**src/hw/rtl/lcsi_pkg.sv**
```systemverilog
`timescale 1ns / 1ps
`default_nettype none

package lcsi_pkg;

    localparam int NUM_COLUMNS_DEF     = 2;
    localparam int IDLE_COUNT_BITS_DEF = 16;
    localparam int MAX_COLUMNS         = 4;

    localparam int CFG_W     = 16;
    localparam int CFG_IDX_W = 2;
    localparam int HEIGHT_W  = 24;

    localparam logic [CFG_W-1:0] STALL_TIMEOUT_RST = 16'd1000;
    localparam logic [CFG_W-1:0] GUARD_PULSES_RST  = 16'd0;
    localparam logic             GUARD_ENABLE_RST  = 1'b1;

    typedef enum logic [CFG_IDX_W-1:0] {
        CFG_STALL_TIMEOUT = 2'd0,
        CFG_GUARD_PULSES  = 2'd1,
        CFG_GUARD_ENABLE  = 2'd2
    } t_cfg_idx;

    typedef enum logic [1:0] {
        DIR_HALT = 2'd0,
        DIR_UP   = 2'd1,
        DIR_DN   = 2'd2
    } t_dir;

    typedef enum logic [1:0] {
        ALARM_OFF   = 2'd0,
        ALARM_COLL  = 2'd1,
        ALARM_STUCK = 2'd2
    } t_alarm;

    typedef enum logic [1:0] {
        STOP_NONE      = 2'd0,
        STOP_IMMEDIATE = 2'd1,
        STOP_NORMAL    = 2'd2
    } t_stop;

    typedef enum logic [1:0] {
        BUZZ_NONE     = 2'd0,
        BUZZ_ALARM500 = 2'd1,
        BUZZ_ALARM1K  = 2'd2,
        BUZZ_OFF      = 2'd3
    } t_buzz;

    // input transaction, first field in the highest bits
    typedef struct packed {
        logic signed [HEIGHT_W-1:0] height_right;
        logic signed [HEIGHT_W-1:0] height_left;
        logic [1:0]                 column_pulse;
        logic [1:0]                 column_running;
        logic                       alarm_reset;
        logic [1:0]                 command_dir;
        logic                       command_valid;
        logic [3:0]                 collision_pins;
    } t_item;

    typedef struct packed {
        logic   descent_hold;
        logic   can_move_down;
        logic   can_move_up;
        t_buzz  buzzer_cmd;
        t_stop  stop_kind;
        logic   zero_heights;
        logic   lower_limit;
        logic   upper_limit;
        logic   stall_flag;
        t_alarm alarm_code;
        t_dir   drive_dir;
    } t_result;

    localparam int ITEM_W   = $bits(t_item);
    localparam int RESULT_W = $bits(t_result);
    localparam int IN_TDATA_W  = ((ITEM_W + 7) / 8) * 8;
    localparam int OUT_TDATA_W = ((RESULT_W + 7) / 8) * 8;

    function automatic logic dir_blocked(t_dir dir, logic up, logic down);
        return ((dir == DIR_UP) && up) || ((dir == DIR_DN) && down);
    endfunction

endpackage

`default_nettype wire

```
**src/hw/rtl/lift_column_safety_interlock_top.sv**
```systemverilog
`timescale 1ns / 1ps
`default_nettype none

// Safety interlock for a two-column lift, one transaction per millisecond tick.
// The block takes a transaction every clock unless m_axis_tready holds back a
// waiting result, and returns exactly one result per transaction: it passes the
// input register, then the whole tick update, then the result register. The result
// register lets a new transaction enter while a finished result waits for
// m_axis_tready. Configuration (stall timeout, descent guard height and enable,
// reset values 1000, 0 and 1) is written through i_cfg_we/i_cfg_idx/i_cfg_wdata
// and should only change while no transaction is in flight.
module lift_column_safety_interlock_top #(
    parameter int NUM_COLUMNS     = lcsi_pkg::NUM_COLUMNS_DEF,
    parameter int IDLE_COUNT_BITS = lcsi_pkg::IDLE_COUNT_BITS_DEF
) (
    input  wire logic                                i_clk,
    input  wire logic                                i_rst_n,
    input  wire logic                                i_cfg_we,
    input  wire logic [lcsi_pkg::CFG_IDX_W-1:0]      i_cfg_idx,
    input  wire logic [lcsi_pkg::CFG_W-1:0]          i_cfg_wdata,
    input  wire logic                                s_axis_tvalid,
    output logic                                     s_axis_tready,
    // collision_pins, command_valid, command_dir, alarm_reset, column_running,
    // column_pulse, height_left, height_right
    input  wire logic [lcsi_pkg::IN_TDATA_W-1:0]     s_axis_tdata,
    output logic                                     m_axis_tvalid,
    input  wire logic                                m_axis_tready,
    // drive_dir, alarm_code, stall_flag, upper_limit, lower_limit, zero_heights,
    // stop_kind, buzzer_cmd, can_move_up, can_move_down, descent_hold
    output logic [lcsi_pkg::OUT_TDATA_W-1:0]         m_axis_tdata
);

    logic              in_valid;
    lcsi_pkg::t_item   in_item;
    lcsi_pkg::t_result step_result;
    logic              step;
    logic              r_out_valid;
    lcsi_pkg::t_result r_result;

    assign step = in_valid && (!r_out_valid || m_axis_tready);

    lcsi_in_reg u_in_reg (
        .i_clk   (i_clk),
        .i_rst_n (i_rst_n),
        .i_valid (s_axis_tvalid),
        .o_ready (s_axis_tready),
        .i_data  (s_axis_tdata),
        .i_take  (step),
        .o_valid (in_valid),
        .o_item  (in_item)
    );

    lcsi_core #(
        .NUM_COLUMNS     (NUM_COLUMNS),
        .IDLE_COUNT_BITS (IDLE_COUNT_BITS)
    ) u_core (
        .i_clk       (i_clk),
        .i_rst_n     (i_rst_n),
        .i_cfg_we    (i_cfg_we),
        .i_cfg_idx   (i_cfg_idx),
        .i_cfg_wdata (i_cfg_wdata),
        .i_step      (step),
        .i_item      (in_item),
        .o_result    (step_result)
    );

    always_ff @(posedge i_clk) begin
        if (!i_rst_n) begin
            r_out_valid <= 1'b0;
        end else if (step) begin
            r_out_valid <= 1'b1;
        end else if (m_axis_tready) begin
            r_out_valid <= 1'b0;
        end
    end

    always_ff @(posedge i_clk) begin
        if (step) begin
            r_result <= step_result;
        end
    end

    assign m_axis_tvalid = r_out_valid;
    assign m_axis_tdata  = lcsi_pkg::OUT_TDATA_W'(r_result);

    // a processed transaction always lands in the result register
    a_step_lands: assert property (@(posedge i_clk) disable iff (!i_rst_n)
        step |=> r_out_valid)
        else $error("processed transaction lost");

    // the reported direction never points into an active limit
    a_no_drive_into_limit: assert property (@(posedge i_clk) disable iff (!i_rst_n)
        r_out_valid |->
            !((r_result.drive_dir == lcsi_pkg::DIR_UP && r_result.upper_limit) ||
              (r_result.drive_dir == lcsi_pkg::DIR_DN && r_result.lower_limit)))
        else $error("drive direction into active collision pin");

    // a height-zero strobe only comes with the lower limit active
    a_zero_needs_lower: assert property (@(posedge i_clk) disable iff (!i_rst_n)
        (r_out_valid && r_result.zero_heights) |-> r_result.lower_limit)
        else $error("height zero strobe without lower limit");

endmodule

`default_nettype wire

```
**src/hw/rtl/lcsi_in_reg.sv**
```systemverilog
`timescale 1ns / 1ps
`default_nettype none

// Input register: holds one transaction until the core consumes it.
module lcsi_in_reg (
    input  wire logic                                i_clk,
    input  wire logic                                i_rst_n,
    input  wire logic                                i_valid,
    output logic                                     o_ready,
    input  wire logic [lcsi_pkg::IN_TDATA_W-1:0]     i_data,
    input  wire logic                                i_take,
    output logic                                     o_valid,
    output lcsi_pkg::t_item                          o_item
);

    logic            r_valid;
    lcsi_pkg::t_item r_item;

    assign o_ready = !r_valid || i_take;
    assign o_valid = r_valid;
    assign o_item  = r_item;

    always_ff @(posedge i_clk) begin
        if (!i_rst_n) begin
            r_valid <= 1'b0;
        end else if (o_ready) begin
            r_valid <= i_valid;
        end
    end

    always_ff @(posedge i_clk) begin
        if (o_ready && i_valid) begin
            r_item <= lcsi_pkg::t_item'(i_data[lcsi_pkg::ITEM_W-1:0]);
        end
    end

endmodule

`default_nettype wire

```
**src/hw/rtl/lcsi_core.sv**
```systemverilog
`timescale 1ns / 1ps
`default_nettype none

// Interlock state, configuration registers and the per-tick update.
module lcsi_core #(
    parameter int NUM_COLUMNS     = lcsi_pkg::NUM_COLUMNS_DEF,
    parameter int IDLE_COUNT_BITS = lcsi_pkg::IDLE_COUNT_BITS_DEF
) (
    input  wire logic                              i_clk,
    input  wire logic                              i_rst_n,
    input  wire logic                              i_cfg_we,
    input  wire logic [lcsi_pkg::CFG_IDX_W-1:0]    i_cfg_idx,
    input  wire logic [lcsi_pkg::CFG_W-1:0]        i_cfg_wdata,
    input  wire logic                              i_step,
    input  wire lcsi_pkg::t_item                   i_item,
    output lcsi_pkg::t_result                      o_result
);

    localparam int CMP_W = (IDLE_COUNT_BITS > lcsi_pkg::CFG_W) ? IDLE_COUNT_BITS
                                                               : lcsi_pkg::CFG_W;

    logic [lcsi_pkg::CFG_W-1:0] r_timeout;
    logic [lcsi_pkg::CFG_W-1:0] r_guard;
    logic                       r_guard_en;

    lcsi_pkg::t_dir   r_dir, n_dir;
    lcsi_pkg::t_alarm r_alarm, n_alarm;
    logic             r_stall, n_stall;
    logic             r_trip, n_trip;
    logic             r_prev_upper;
    logic             r_prev_lower;
    logic [IDLE_COUNT_BITS-1:0] r_idle [NUM_COLUMNS];
    logic [IDLE_COUNT_BITS-1:0] n_idle [NUM_COLUMNS];

    logic                          up, down;
    lcsi_pkg::t_dir                cmd_dir;
    lcsi_pkg::t_stop               stop_kind;
    lcsi_pkg::t_buzz               buzz;
    logic                          zero;
    logic                          stall_hit;
    logic                          cmd_ok;
    logic [lcsi_pkg::MAX_COLUMNS-1:0] run_ext, pulse_ext;
    logic signed [lcsi_pkg::HEIGHT_W-1:0] guard_s;

    assign up        = |i_item.collision_pins[1:0];
    assign down      = |i_item.collision_pins[3:2];
    assign run_ext   = lcsi_pkg::MAX_COLUMNS'(i_item.column_running);
    assign pulse_ext = lcsi_pkg::MAX_COLUMNS'(i_item.column_pulse);
    assign guard_s   = signed'(lcsi_pkg::HEIGHT_W'(r_guard));

    always_comb begin
        unique case (i_item.command_dir)
            lcsi_pkg::DIR_UP: cmd_dir = lcsi_pkg::DIR_UP;
            lcsi_pkg::DIR_DN: cmd_dir = lcsi_pkg::DIR_DN;
            default:          cmd_dir = lcsi_pkg::DIR_HALT;
        endcase
    end

    always_comb begin
        n_dir     = r_dir;
        n_alarm   = r_alarm;
        n_stall   = r_stall;
        n_trip    = r_trip;
        stop_kind = lcsi_pkg::STOP_NONE;
        buzz      = lcsi_pkg::BUZZ_NONE;
        stall_hit = 1'b0;

        if (i_item.alarm_reset && (r_alarm != lcsi_pkg::ALARM_OFF || r_stall)) begin
            n_alarm = lcsi_pkg::ALARM_OFF;
            n_stall = 1'b0;
            n_trip  = 1'b0;
            n_dir   = lcsi_pkg::DIR_HALT;
            buzz    = lcsi_pkg::BUZZ_OFF;
        end

        cmd_ok = !lcsi_pkg::dir_blocked(cmd_dir, up, down)
                 && (n_alarm == lcsi_pkg::ALARM_OFF || n_alarm == lcsi_pkg::ALARM_COLL)
                 && !n_stall;

        if (i_item.command_valid) begin
            if (cmd_dir == lcsi_pkg::DIR_HALT) begin
                n_dir = lcsi_pkg::DIR_HALT;
            end else if (cmd_ok) begin
                n_dir = cmd_dir;
            end else if (lcsi_pkg::dir_blocked(cmd_dir, up, down)) begin
                n_dir     = lcsi_pkg::DIR_HALT;
                n_alarm   = lcsi_pkg::ALARM_COLL;
                stop_kind = lcsi_pkg::STOP_IMMEDIATE;
                buzz      = lcsi_pkg::BUZZ_ALARM500;
            end
        end

        zero = down && !r_prev_lower;

        if (lcsi_pkg::dir_blocked(n_dir, up, down)) begin
            n_dir     = lcsi_pkg::DIR_HALT;
            n_alarm   = lcsi_pkg::ALARM_COLL;
            stop_kind = lcsi_pkg::STOP_IMMEDIATE;
            buzz      = lcsi_pkg::BUZZ_ALARM500;
        end
        if (n_alarm == lcsi_pkg::ALARM_COLL && !up && !down) begin
            n_alarm = lcsi_pkg::ALARM_OFF;
            buzz    = lcsi_pkg::BUZZ_OFF;
        end

        // saturating idle counters, cleared by an encoder pulse
        for (int i = 0; i < NUM_COLUMNS; i++) begin
            if (pulse_ext[i]) begin
                n_idle[i] = '0;
            end else if (r_idle[i] != '1) begin
                n_idle[i] = r_idle[i] + 1'b1;
            end else begin
                n_idle[i] = r_idle[i];
            end
            if (run_ext[i] && (CMP_W'(n_idle[i]) > CMP_W'(r_timeout))) begin
                stall_hit = 1'b1;
            end
        end

        if (n_alarm == lcsi_pkg::ALARM_OFF && stall_hit) begin
            n_dir     = lcsi_pkg::DIR_HALT;
            n_alarm   = lcsi_pkg::ALARM_STUCK;
            n_stall   = 1'b1;
            stop_kind = lcsi_pkg::STOP_NORMAL;
            buzz      = lcsi_pkg::BUZZ_ALARM1K;
        end

        if (r_guard_en && n_dir == lcsi_pkg::DIR_DN && !n_trip
            && (i_item.height_left <= guard_s || i_item.height_right <= guard_s)) begin
            n_dir     = lcsi_pkg::DIR_HALT;
            n_trip    = 1'b1;
            stop_kind = lcsi_pkg::STOP_NORMAL;
        end
    end

    always_comb begin
        o_result.drive_dir     = n_dir;
        o_result.alarm_code    = n_alarm;
        o_result.stall_flag    = n_stall;
        o_result.upper_limit   = up;
        o_result.lower_limit   = down;
        o_result.zero_heights  = zero;
        o_result.stop_kind     = stop_kind;
        o_result.buzzer_cmd    = buzz;
        o_result.can_move_up   = !up && !n_stall
            && (n_alarm == lcsi_pkg::ALARM_OFF || n_alarm == lcsi_pkg::ALARM_COLL);
        o_result.can_move_down = !down && !n_stall
            && (n_alarm == lcsi_pkg::ALARM_OFF || n_alarm == lcsi_pkg::ALARM_COLL);
        o_result.descent_hold  = n_trip;
    end

    always_ff @(posedge i_clk) begin
        if (!i_rst_n) begin
            r_timeout  <= lcsi_pkg::STALL_TIMEOUT_RST;
            r_guard    <= lcsi_pkg::GUARD_PULSES_RST;
            r_guard_en <= lcsi_pkg::GUARD_ENABLE_RST;
        end else if (i_cfg_we) begin
            unique case (i_cfg_idx)
                lcsi_pkg::CFG_STALL_TIMEOUT: r_timeout  <= i_cfg_wdata;
                lcsi_pkg::CFG_GUARD_PULSES:  r_guard    <= i_cfg_wdata;
                lcsi_pkg::CFG_GUARD_ENABLE:  r_guard_en <= i_cfg_wdata[0];
                default: ;
            endcase
        end
    end

    always_ff @(posedge i_clk) begin
        if (!i_rst_n) begin
            r_dir        <= lcsi_pkg::DIR_HALT;
            r_alarm      <= lcsi_pkg::ALARM_OFF;
            r_stall      <= 1'b0;
            r_trip       <= 1'b0;
            r_prev_upper <= 1'b0;
            r_prev_lower <= 1'b0;
            for (int i = 0; i < NUM_COLUMNS; i++) begin
                r_idle[i] <= '0;
            end
        end else if (i_step) begin
            r_dir        <= n_dir;
            r_alarm      <= n_alarm;
            r_stall      <= n_stall;
            r_trip       <= n_trip;
            r_prev_upper <= up;
            r_prev_lower <= down;
            for (int i = 0; i < NUM_COLUMNS; i++) begin
                r_idle[i] <= n_idle[i];
            end
        end
    end

    // a suspected stall keeps the drive stopped until the alarm is reset
    a_stall_stops: assert property (@(posedge i_clk) disable iff (!i_rst_n)
        r_stall |-> (r_dir == lcsi_pkg::DIR_HALT))
        else $error("drive moving while stall flag is set");

    // the upper-limit history follows the processed transaction
    a_prev_upper: assert property (@(posedge i_clk) disable iff (!i_rst_n)
        i_step |=> (r_prev_upper == $past(up)))
        else $error("upper limit history not updated");

    // a stall alarm is only ever raised together with the stall flag
    a_stall_alarm: assert property (@(posedge i_clk) disable iff (!i_rst_n)
        (i_step && n_alarm == lcsi_pkg::ALARM_STUCK && r_alarm != lcsi_pkg::ALARM_STUCK)
        |-> n_stall)
        else $error("stall alarm raised without stall flag");

endmodule

`default_nettype wire
```
**config.mk**
```make
export PLATFORM = sky130hd
export DESIGN_NAME = lift_column_safety_interlock_top
export DESIGN_NICKNAME = d
export VERILOG_FILES = /design/src/hw/rtl/lcsi_pkg.sv /design/src/hw/rtl/lift_column_safety_interlock_top.sv /design/src/hw/rtl/lcsi_in_reg.sv /design/src/hw/rtl/lcsi_core.sv
export SDC_FILE = /design/constraint.sdc
export NUM_CORES = 1
export LEC_CHECK = 0
export BUFFER_PORTS_ARGS = -buffer_cell sky130_fd_sc_hd__buf_2
export CORE_ASPECT_RATIO = 1.1
export CORE_MARGIN = 4
export CORE_UTILIZATION = 45
export DETAILED_ROUTE_END_ITERATION = 8
export PLACE_DENSITY = 0.67
export SLEW_MARGIN = 25
export SYNTH_ARGS = -nofsm -noshare
export SYNTH_HDL_FRONTEND = slang
export SYNTH_SLANG_ARGS = --single-unit
```
**constraint.sdc**
```tcl
create_clock -name i_clk -period 3.9 [get_ports i_clk]
set_input_delay 0.585 -clock i_clk [delete_from_list [all_inputs] [get_ports i_clk]]
set_output_delay 0.585 -clock i_clk [all_outputs]
set_load 0.005 [all_outputs]
```
## After elaboration in Yosys (flattened, before gate mapping)

Memories as Yosys holds them, arrays and structs flattened.
Cells that the tools add are included.

| storage, ports and cells | value |
|---|---|
| register bits after elaboration | 117 |
| latch bits | 0 |
| memory bits (writable) | 32 |
| memory bits (read-only) | 0 |
| output and inout port bits | 18 |
| word-level logic and storage cells | 153 |
| memories | 1 |

Memories:

| memory | depth | width | read ports | clocked after memory_dff | wr ports | RTL line | RTL |
|---|---|---|---|---|---|---|---|
| u_core.r_idle | 2 | 16 | 2 | 0 | 2 | lcsi_core.sv:32 | `logic [IDLE_COUNT_BITS-1:0] r_idle [NUM_COLUMNS];` |

| operators by class | value |
|---|---|
| add/subtract/negate cells | 2 |
| multipliers | 0 |
| div/mod/pow operators | 0 |
| order comparisons | 4 |
| eq/ne operators | 14 |
| shift-type cells | 0 |
| muxes and demuxes | 47 |
| bitwise gates (word level) | 2 |
| reduce and logical (&&, ||, !) cells | 53 |

Operators by type and width:

| operator | count |
|---|---|
| $mux W16 | 6 |
| $mux W2 | 26 |
| $le A24 B17 Y1 | 2 |
| $add A16 B1 Y16 const B | 2 |
| $gt A16 B16 Y1 | 2 |
| $ne A16 B16 Y1 const B | 2 |
| $logic_and A1 B1 Y1 | 22 |
| $eq A2 B1 Y1 const B | 7 |
| $mux W1 | 14 |
| $eq A2 B2 Y1 const B | 5 |
| $logic_not A2 Y1 | 5 |
| $logic_not A1 Y1 | 9 |
| $logic_or A1 B1 Y1 | 8 |
| $reduce_or A2 Y1 | 4 |
| $reduce_and A2 Y1 | 3 |
| $pmux W2 S2 | 1 |
| $reduce_bool A2 Y1 | 2 |
| $or A1 B1 Y1 | 2 |

## Logic depth before layout (Yosys ltp)

Gate-level depths: netlist (run 1).

| logic depth | value |
|---|---|
| depth after elaboration | 27 |
| mapped depth | 17 |
| gate-level depth less buffers | 15 |

## Hierarchy

Synthesis (run 1) repeated with hierarchy kept, for this count alone.

| unflattened totals | value |
|---|---|
| cells, all modules | 744 |
| area, all modules | 7915.1 µm² |

By module, submodules not included:

| module | instances | cells each | area an instance (µm²) |
|---|---|---|---|
| lcsi_core | 1 | 658 | 5546.6 |
| lcsi_in_reg | 1 | 65 | 1859.3 |
| lift_column_safety_interlock_top | 1 | 21 | 509.2 |

## Worst setup path before layout (run 1)

OpenSTA, ideal clock, no wires.

| path | value |
|---|---|
| path kind | register to register |
| start point | memory u_core.r_idle[0][20] (netlist bit) |
| end point | register r_result (netlist bit m_axis_tdata[11]) (data pin) |
| setup time | 266 ps |
| data arrival time | 3462 ps |
| required time | 3634 ps |
| path slack | 172 ps |
| stages on the path, launching flop included | 15 |
| cells stage by stage | edfxtp_1 -> and3_1 -> nand3_1 -> nor4_2 -> or2_2 -> nor2_1 -> xnor2_1 -> nor2_1 -> ha_1 -> nand4_1 -> or4_1 -> o21ai_0 -> o22a_1 -> a211oi_4 -> or3b_1 |

RTL lines:

| item | RTL line | RTL |
|---|---|---|
| from (decl) | lcsi_core.sv:32 |  |
| to (signal assigned) | lift_column_safety_interlock_top.sv:79 | `r_result <= step_result;` |
| to (decl) | lift_column_safety_interlock_top.sv:38 | `lcsi_pkg::t_result r_result;` |

==> impl_metrics.yaml, run 1 <==
status:
  outcome: "finished, final reports clean"
global_routing:
  grt_pass1_vias: 5730
  grt_pass1_wl_mm: 28.01
  grt_overflow: 0
  antenna_found_initial: 4
  grt_max_degree: 53
  grt_usage: 0.1847
die:
  dieArea_sq_mm: 0.01916
  core_sq_mm: 0.01649
  die_h_microns: 144.8
  dieWidth_microns: 132.3
  rows: 49
  io_pins: 105
  start_util: 0.4639
sta:
  drv_slew: 0
  hold_ws_ns: 0.3325
  finClkSkew_ns: 0.008046
  tns_ns: 0
  setup_violations: 0
  worst_pin_slew_ns: 0.7856
  fmax_ghz: 0.2660
  period_needed_ns: 3.760
  relSlewSlack: 0.4757
  period_share: 0.9640
  layout_setup_ws_ns: 0.1403
  hold_viol: 0
place:
  port_buffers: 99
  dp_hpwl_mm: 12.80
  dp_cells: 1054
  gp_congestion: 0.8129
  place_ws_ns: -0.1606
route:
  drc: 0
  wl_per_cell_microns: 15.69
  first_iter_violations: 416
  dr.pass1.iters: 7
  vias_per_cell: 5.325
  finalWirelength_mm: 17.21
  route.vias.total: 5841
  ant_nets: 0
yosys:
  synthCells: 717
  async_reset_ff_frac: 0
  synth_edf_count: 107
  synth_flop_cell: "edfxtp_1"
  synthDistinctLibCells: 66
  synth_area_leader_cell: "edfxtp_1"
  netlist_area_sq_mm: 0.007651
  syn-num-nets: 873
  synth_area_leaders: "edfxtp_1 (42%), ha_1 (11%), dfxtp_1 (11%)"
  ys_warn_count: 0
  post_synth.cell_area_avg_sq_um: 10.67
  ys_seq_area_frac: 0.5298
  synth_top_cell_area_share: 0.4200
  ys_seq_elements: 149
pwr:
  power.leakage_nw: 3.840
  p_per_area_mw_per_mm2: 405.3
  ir_drop_v: 0.0002842
setup_path:
  worst_ep_required_time_ns: 4.07
  max_stage_delay_ns: 0.55
  crit_type: "flop to flop"
  setup.worst_path.start_class: "flop"
  crit_chain: "ha_1, nand3_2, nor4_4, or2_2, nor2_1, xnor2_1, nor2_1, ha_1, nand4_1, or4_1, o21ai_0, o22a_4, a211oi_4, or3b_1"
  slowest_stage: "or4_1"
  cp_max_fo: 6
  cp-end-kind: "flop"
  crit_arrival_ns: 3.93
layout:
  areaGrowthSynthToFinish_pct: 24.35
  fill_cells: 1409
  drive_gt1_frac: 0.2534
  final_cell_mix: "edfxtp_1 (107), buf_2 (99), nand2_1 (80), ha_1 (69), buf_4 (66)"
  layout.nets: 1035
  regArea_sq_mm: 0.004054
  final_util: 0.5769
  final_common_cell: "edfxtp_1"
  multi_input_area_sq_mm: 0.003481
  stdcell_count: 1097
clock_tree:
  cts_made_buffers: 17
  cts_tree: "yes"
  cts_hold_repair.buffers: 0
  htreeDepth: 4
  clk_pin_slew_worst_paths_ns: 0.06
  clock-sinks: 149
  clk_latency_ns: 0.42
  root_buffer: "clkbuf_16"
  clockBufferDepth: 2
min_path:
  min_path_type: "primary input to flop"
flow_run:
  cap_violations: 0
[final cells by class]
class	instances	area share
antenna	1	0.0002630
clock buffer	19	0.04550
clock inverter	13	0.01394
inverter	41	0.01618
multi-input combinational	504	0.3659
sequential	149	0.4261
tap	204	0.02683
timing repair buffer	166	0.1053
[power breakdown]
part	leakage, nW	internal (W)	switching, W	total, W
Sequential	1.41	0.00179	0.0000440	0.00183
Combinational	2.16	0.000199	0.000239	0.000438
Clock	0.274	0.000938	0.000645	0.00158
Total	3.84	0.00293	0.000929	0.00386
[registers in the layout (all words and copies together), names as in the netlist, 2 cells and up]
register / cells
m_axis_tdata: 15
u_core.r_alarm: 2
u_core.r_dir: 2
u_core.r_guard: 16
u_core.r_idle: 32
u_core.r_timeout: 16
u_in_reg.o_item: 60
[repair_timing]
item / 4_1_cts / 5_1_grt
endpoints found under the hold margin: 0 / 0
gates cloned: 1 / 0
resized for setup: 6 / 19
pin swaps: 2 / 9
setup endpoints to repair: 13 / 15
setup buffers: 7 / 2
[worst max-delay path: cells and delay by family (launching register included)]
family / cells / cell delay (ns)
AOI/OAI and AO/OA: 3 / 0.54
xor gates and xnor gates: 1 / 0.20
adders and majority gates: 2 / 0.55
DFF: 1 / 0.39
and+or+nand+nor: 8 / 1.83
[cell usage after synthesis, types with 8 or more instances]
library cell	n
nor2b_1	9
nor4_1	8
inv_1	41
dfxtp_1	42
edfxtp_1	107
and3_1	16
nand3_1	23
nor2_1	62
nand2b_1	9
nand4_1	19
a21oi_1	52
nor3_1	31
mux2i_1	8
o21ai_0	15
clkbuf_1	19
xnor2_1	12
nand2_1	80
o211ai_1	8
ha_1	69
[stage by stage]
| stage | cell area (sq um) | power, W |
|---|---|---|
| 2_1_floorplan | 7651 | 0.002104 |
| 3_3_place_gp | 8733 | 0.002261 |
| 3_5_place_dp | 8740 | 0.002270 |
| 4_1_cts | 9389 | 0.003865 |
| 5_1_grt | 9514 | 0.004025 |
| 6_report | 9514 | 0.003856 |
[metal layers]
layer / up-vias / wire [microns] / global-route usage / share of wire
li1: 2965 / - / - / -
met1: 2722 / 7399 / 0.2221 / 0.43
met2: 114 / 8455 / 0.3177 / 0.49
met3: 34 / 943 / 0.05152 / 0.055
met4: 6 / 375 / 0.07276 / 0.022
met5: - / 39 / 0 / 0.0023
[worst paths after layout]
path         slack (ns)  cells past startpoint                                end                          startpoint
min                0.33                      1       u_in_reg.o_item[6]$_DFFE_PP_                     s_axis_tdata[6]
max                0.14                     14     m_axis_tdata[11]$_SDFFCE_PP1P_  u_core.r_idle[0][16]$_SDFFCE_PN0P_
min reg2reg        0.45                      2  u_core.r_timeout[15]$_SDFFE_PN0P_   u_core.r_timeout[15]$_SDFFE_PN0P_
max reg2reg        0.14                     14     m_axis_tdata[11]$_SDFFCE_PP1P_  u_core.r_idle[0][16]$_SDFFCE_PN0P_
[cells by family after synthesis]
group / after synthesis / share of synthesized area
flip-flops: 149 / 0.5298
buffers and inverters: 65 / 0.03450
AND/OR/NAND/NOR: 289 / 0.1887
AO/OA/AOI/OAI: 118 / 0.1022
other: 1 / 0.0004901
multiplexers: 9 / 0.01194
XOR/XNOR: 17 / 0.01946
adder cells (fa/ha/maj): 69 / 0.1128
(Power assumes the default switching activity.)
==> inputs of run 2 (changes only) <==
PLACE_DENSITY = default   (was 0.67)
clock period = 3.95 ns   (was 3.9 ns; I/O delays follow)
==> run 2 against run 1 <==
Against the previous run:
- total power decreased by 3.6%
- critical path depth stayed put
- final area down 1.8%
- combinational power decreased by 6.2%
- clock skew is 0.0011 ns lower
- worst hold slack improved by 0.0077 ns
- sequential power is essentially flat
- register-to-register slack worse by 0.04 ns
- sequential share of layout area grew 0.78 points
- non-clock buffer count is 27 lower
- worst setup slack got worse by 0.037 ns
- flip-flop and latch count unchanged
- highest routed layer unchanged
==> impl_metrics.yaml, run 2 (synthesis results as in run 1) <==
status:
  outcome: "finished, final reports clean"
global_routing:
  grt_overflow: 0
  grt_pass1_wl_mm: 29.03
  grt_pass1_vias: 6051
  antenna_found_initial: 6
  grt_max_degree: 33
  grt_usage: 0.1897
setup_path:
  crit_chain: "and4_4, nand4_1, nor3_2, and3_4, nand3_1, mux2i_2, nor2_1, ha_1, nand4_1, a2111oi_4, nor3_2, o22a_2, a211oi_4, nor3_1"
  max_stage_delay_ns: 0.42
  worst_ep_required_time_ns: 4.11
  setup.worst_path.start_class: "flop"
  setup.worst_path.end: "m_axis_tdata[13]$_DFFE_PP_"
  cp.depth: 14
  rrSetupSlack_ns: 0.10
  slowest_stage: "a2111oi_4"
  startpoint: "u_core.r_idle[0][5]$_SDFFCE_PN0P_"
  reg2reg_depth: 14
  crit_type: "flop to flop"
  crit_family: "simple AND/OR/NAND/NOR gates"
  crit_arrival_ns: 4.01
  r2r-end: "m_axis_tdata[13]$_DFFE_PP_"
  cp-end-kind: "flop"
  cp_max_fo: 7
  r2r_start: "u_core.r_idle[0][5]$_SDFFCE_PN0P_"
  worstPathBufferInverterCount: 0
clock_tree:
  root_buffer: "clkbuf_16"
  clk_pin_slew_worst_paths_ns: 0.06
  cts_tree: "yes"
  clockBufferDepth: 2
  htreeDepth: 4
  clock-sinks: 149
  clk_latency_ns: 0.42
  cts_made_buffers: 17
pwr:
  p_clk_frac: 0.401
  sw_frac_of_total: 0.2575
  power.internal_w: 0.002760
  comb_power_share: 0.110
  ir_drop_v: 0.0003061
  p_total_w: 0.003718
  p_per_area_mw_per_mm2: 397.9
  p_switching_w: 0.0009572
  power.leakage_nw: 3.655
  p_seq_frac: 0.489
die:
  die_h_microns: 144.8
  rows: 49
  dieArea_sq_mm: 0.01916
  start_util: 0.4639
  dieWidth_microns: 132.3
  core_sq_mm: 0.01649
  io_pins: 105
sta:
  period_needed_ns: 3.847
  period_share: 0.9739
  grt_setup_unrepaired: "true"
  fmax_ghz: 0.2599
  layout_setup_ws_ns: 0.1029
  worst_pin_slew_ns: 0.7360
  relSlewSlack: 0.5088
  hold_viol: 0
  finClkSkew_ns: 0.006963
  hold_ws_ns: 0.3402
  drv_slew: 0
  setup_violations: 0
flow_run:
  cap_violations: 0
route:
  drc: 0
  wl_per_cell_microns: 16.70
  vias_per_cell: 5.458
  ant_nets: 0
  finalWirelength_mm: 17.89
  first_iter_violations: 321
  route.vias.total: 5846
  dr.pass1.iters: 5
min_path:
  min_path_type: "primary input to flop"
place:
  gp_congestion: 0.8926
  port_buffers: 99
  dp_hpwl_mm: 13.46
  place_ws_ns: -0.04588
  placed_area_sq_mm: 0.008552
layout:
  areaGrowthSynthToFinish_pct: 22.13
  final_area_sq_mm: 0.009344
  final_cell_mix: "edfxtp_1 (107), buf_2 (99), nand2_1 (80), ha_1 (68), nor2_1 (61)"
  final_common_cell: "edfxtp_1"
  layout.nets: 1008
  drive_gt1_frac: 0.2451
  largest_reg_flops: 60
[run 2: cell count changes in the layout (fill, tap and decap cells not counted), sizes merged]
cell,delta
clkinvlp,+3
buf,-27
bufinv,-2
clkbuf,-2
clkinv,-4
diode,+1
inv,+5
[run 2: area by class of cell]
type	instances	area, sq um
Clock inverter	15	120.1
Tap cell	204	255.2
Timing Repair Buffer	139	799.5
Sequential cell	149	4054
Multi-Input combinational cell	504	3531
Antenna cell	2	5.005
Clock buffer	17	425.4
Fill cell	1410	7148
Inverter	41	153.9
[run 2: worst register-to-register path, cell delays in order, from the launching register on]
cell and delay, ns:
edfxtp_1 0.35, and4_4 0.23, nand4_1 0.18, nor3_2 0.30, and3_4 0.24, nand3_1 0.10
mux2i_2 0.23, nor2_1 0.09, ha_1 0.35, nand4_1 0.22, a2111oi_4 0.43, nor3_2 0.09
o22a_2 0.29, a211oi_4 0.39, nor3_1 0.10
[run 2: per-layer routing]
| metal | wire [microns] | GRT usage |
|---|---|---|
| met1 | 7496 | 0.2269 |
| met2 | 9032 | 0.3354 |
| met3 | 988 | 0.04876 |
| met4 | 319 | 0.06565 |
| met5 | 53 | 0 |
[run 2: worst min-delay path by stage]
stage	startpoint	slack [ns]	cells after the start	endpoint
finish	s_axis_tdata[55]	0.34	1	u_in_reg.o_item[55]$_DFFE_PP_
global route	s_axis_tdata[54]	0.32	1	u_in_reg.o_item[54]$_DFFE_PP_
CTS	s_axis_tdata[55]	0.32	1	u_in_reg.o_item[55]$_DFFE_PP_
detailed placement	u_core.r_timeout[10]$_SDFFE_PN0P_	0.45	2	u_core.r_timeout[10]$_SDFFE_PN0P_
global placement	u_core.r_guard[1]$_SDFFE_PN0P_	0.45	2	u_core.r_guard[1]$_SDFFE_PN0P_
floorplan	u_core.r_guard_en$_SDFFE_PN1P_	0.44	2	u_core.r_guard_en$_SDFFE_PN1P_
[run 2: through the flow]
step | TNS [ns] | util | cells
6_report | 0 | 0.5666 | 1071
4_1_cts | -0.02091 | 0.5525 | 1062
2_1_floorplan | 0 | - | 717
3_3_place_gp | -0.02387 | 0.5182 | 1029
3_5_place_dp | -0.1721 | 0.5185 | 1029
5_1_grt | -0.4937 | 0.5664 | 1070
[run 2: power by group through the flow]
stage               combinational [W]  sequential, W  clock (W)
floorplan                    0.000242        0.00183          0
global placement             0.000366        0.00184          0
detailed placement           0.000385        0.00185          0
CTS                          0.000392        0.00182    0.00152
global route                 0.000461        0.00183    0.00159
finish                       0.000411        0.00182    0.00149
[run 2: repair_timing]
action                     CTS  global route
setup endpoints to repair    7            15
pin swaps                    1            23
gates cloned                 1             0
resized for setup            1            34
hold buffers                 0             0
buffers inserted             0             7
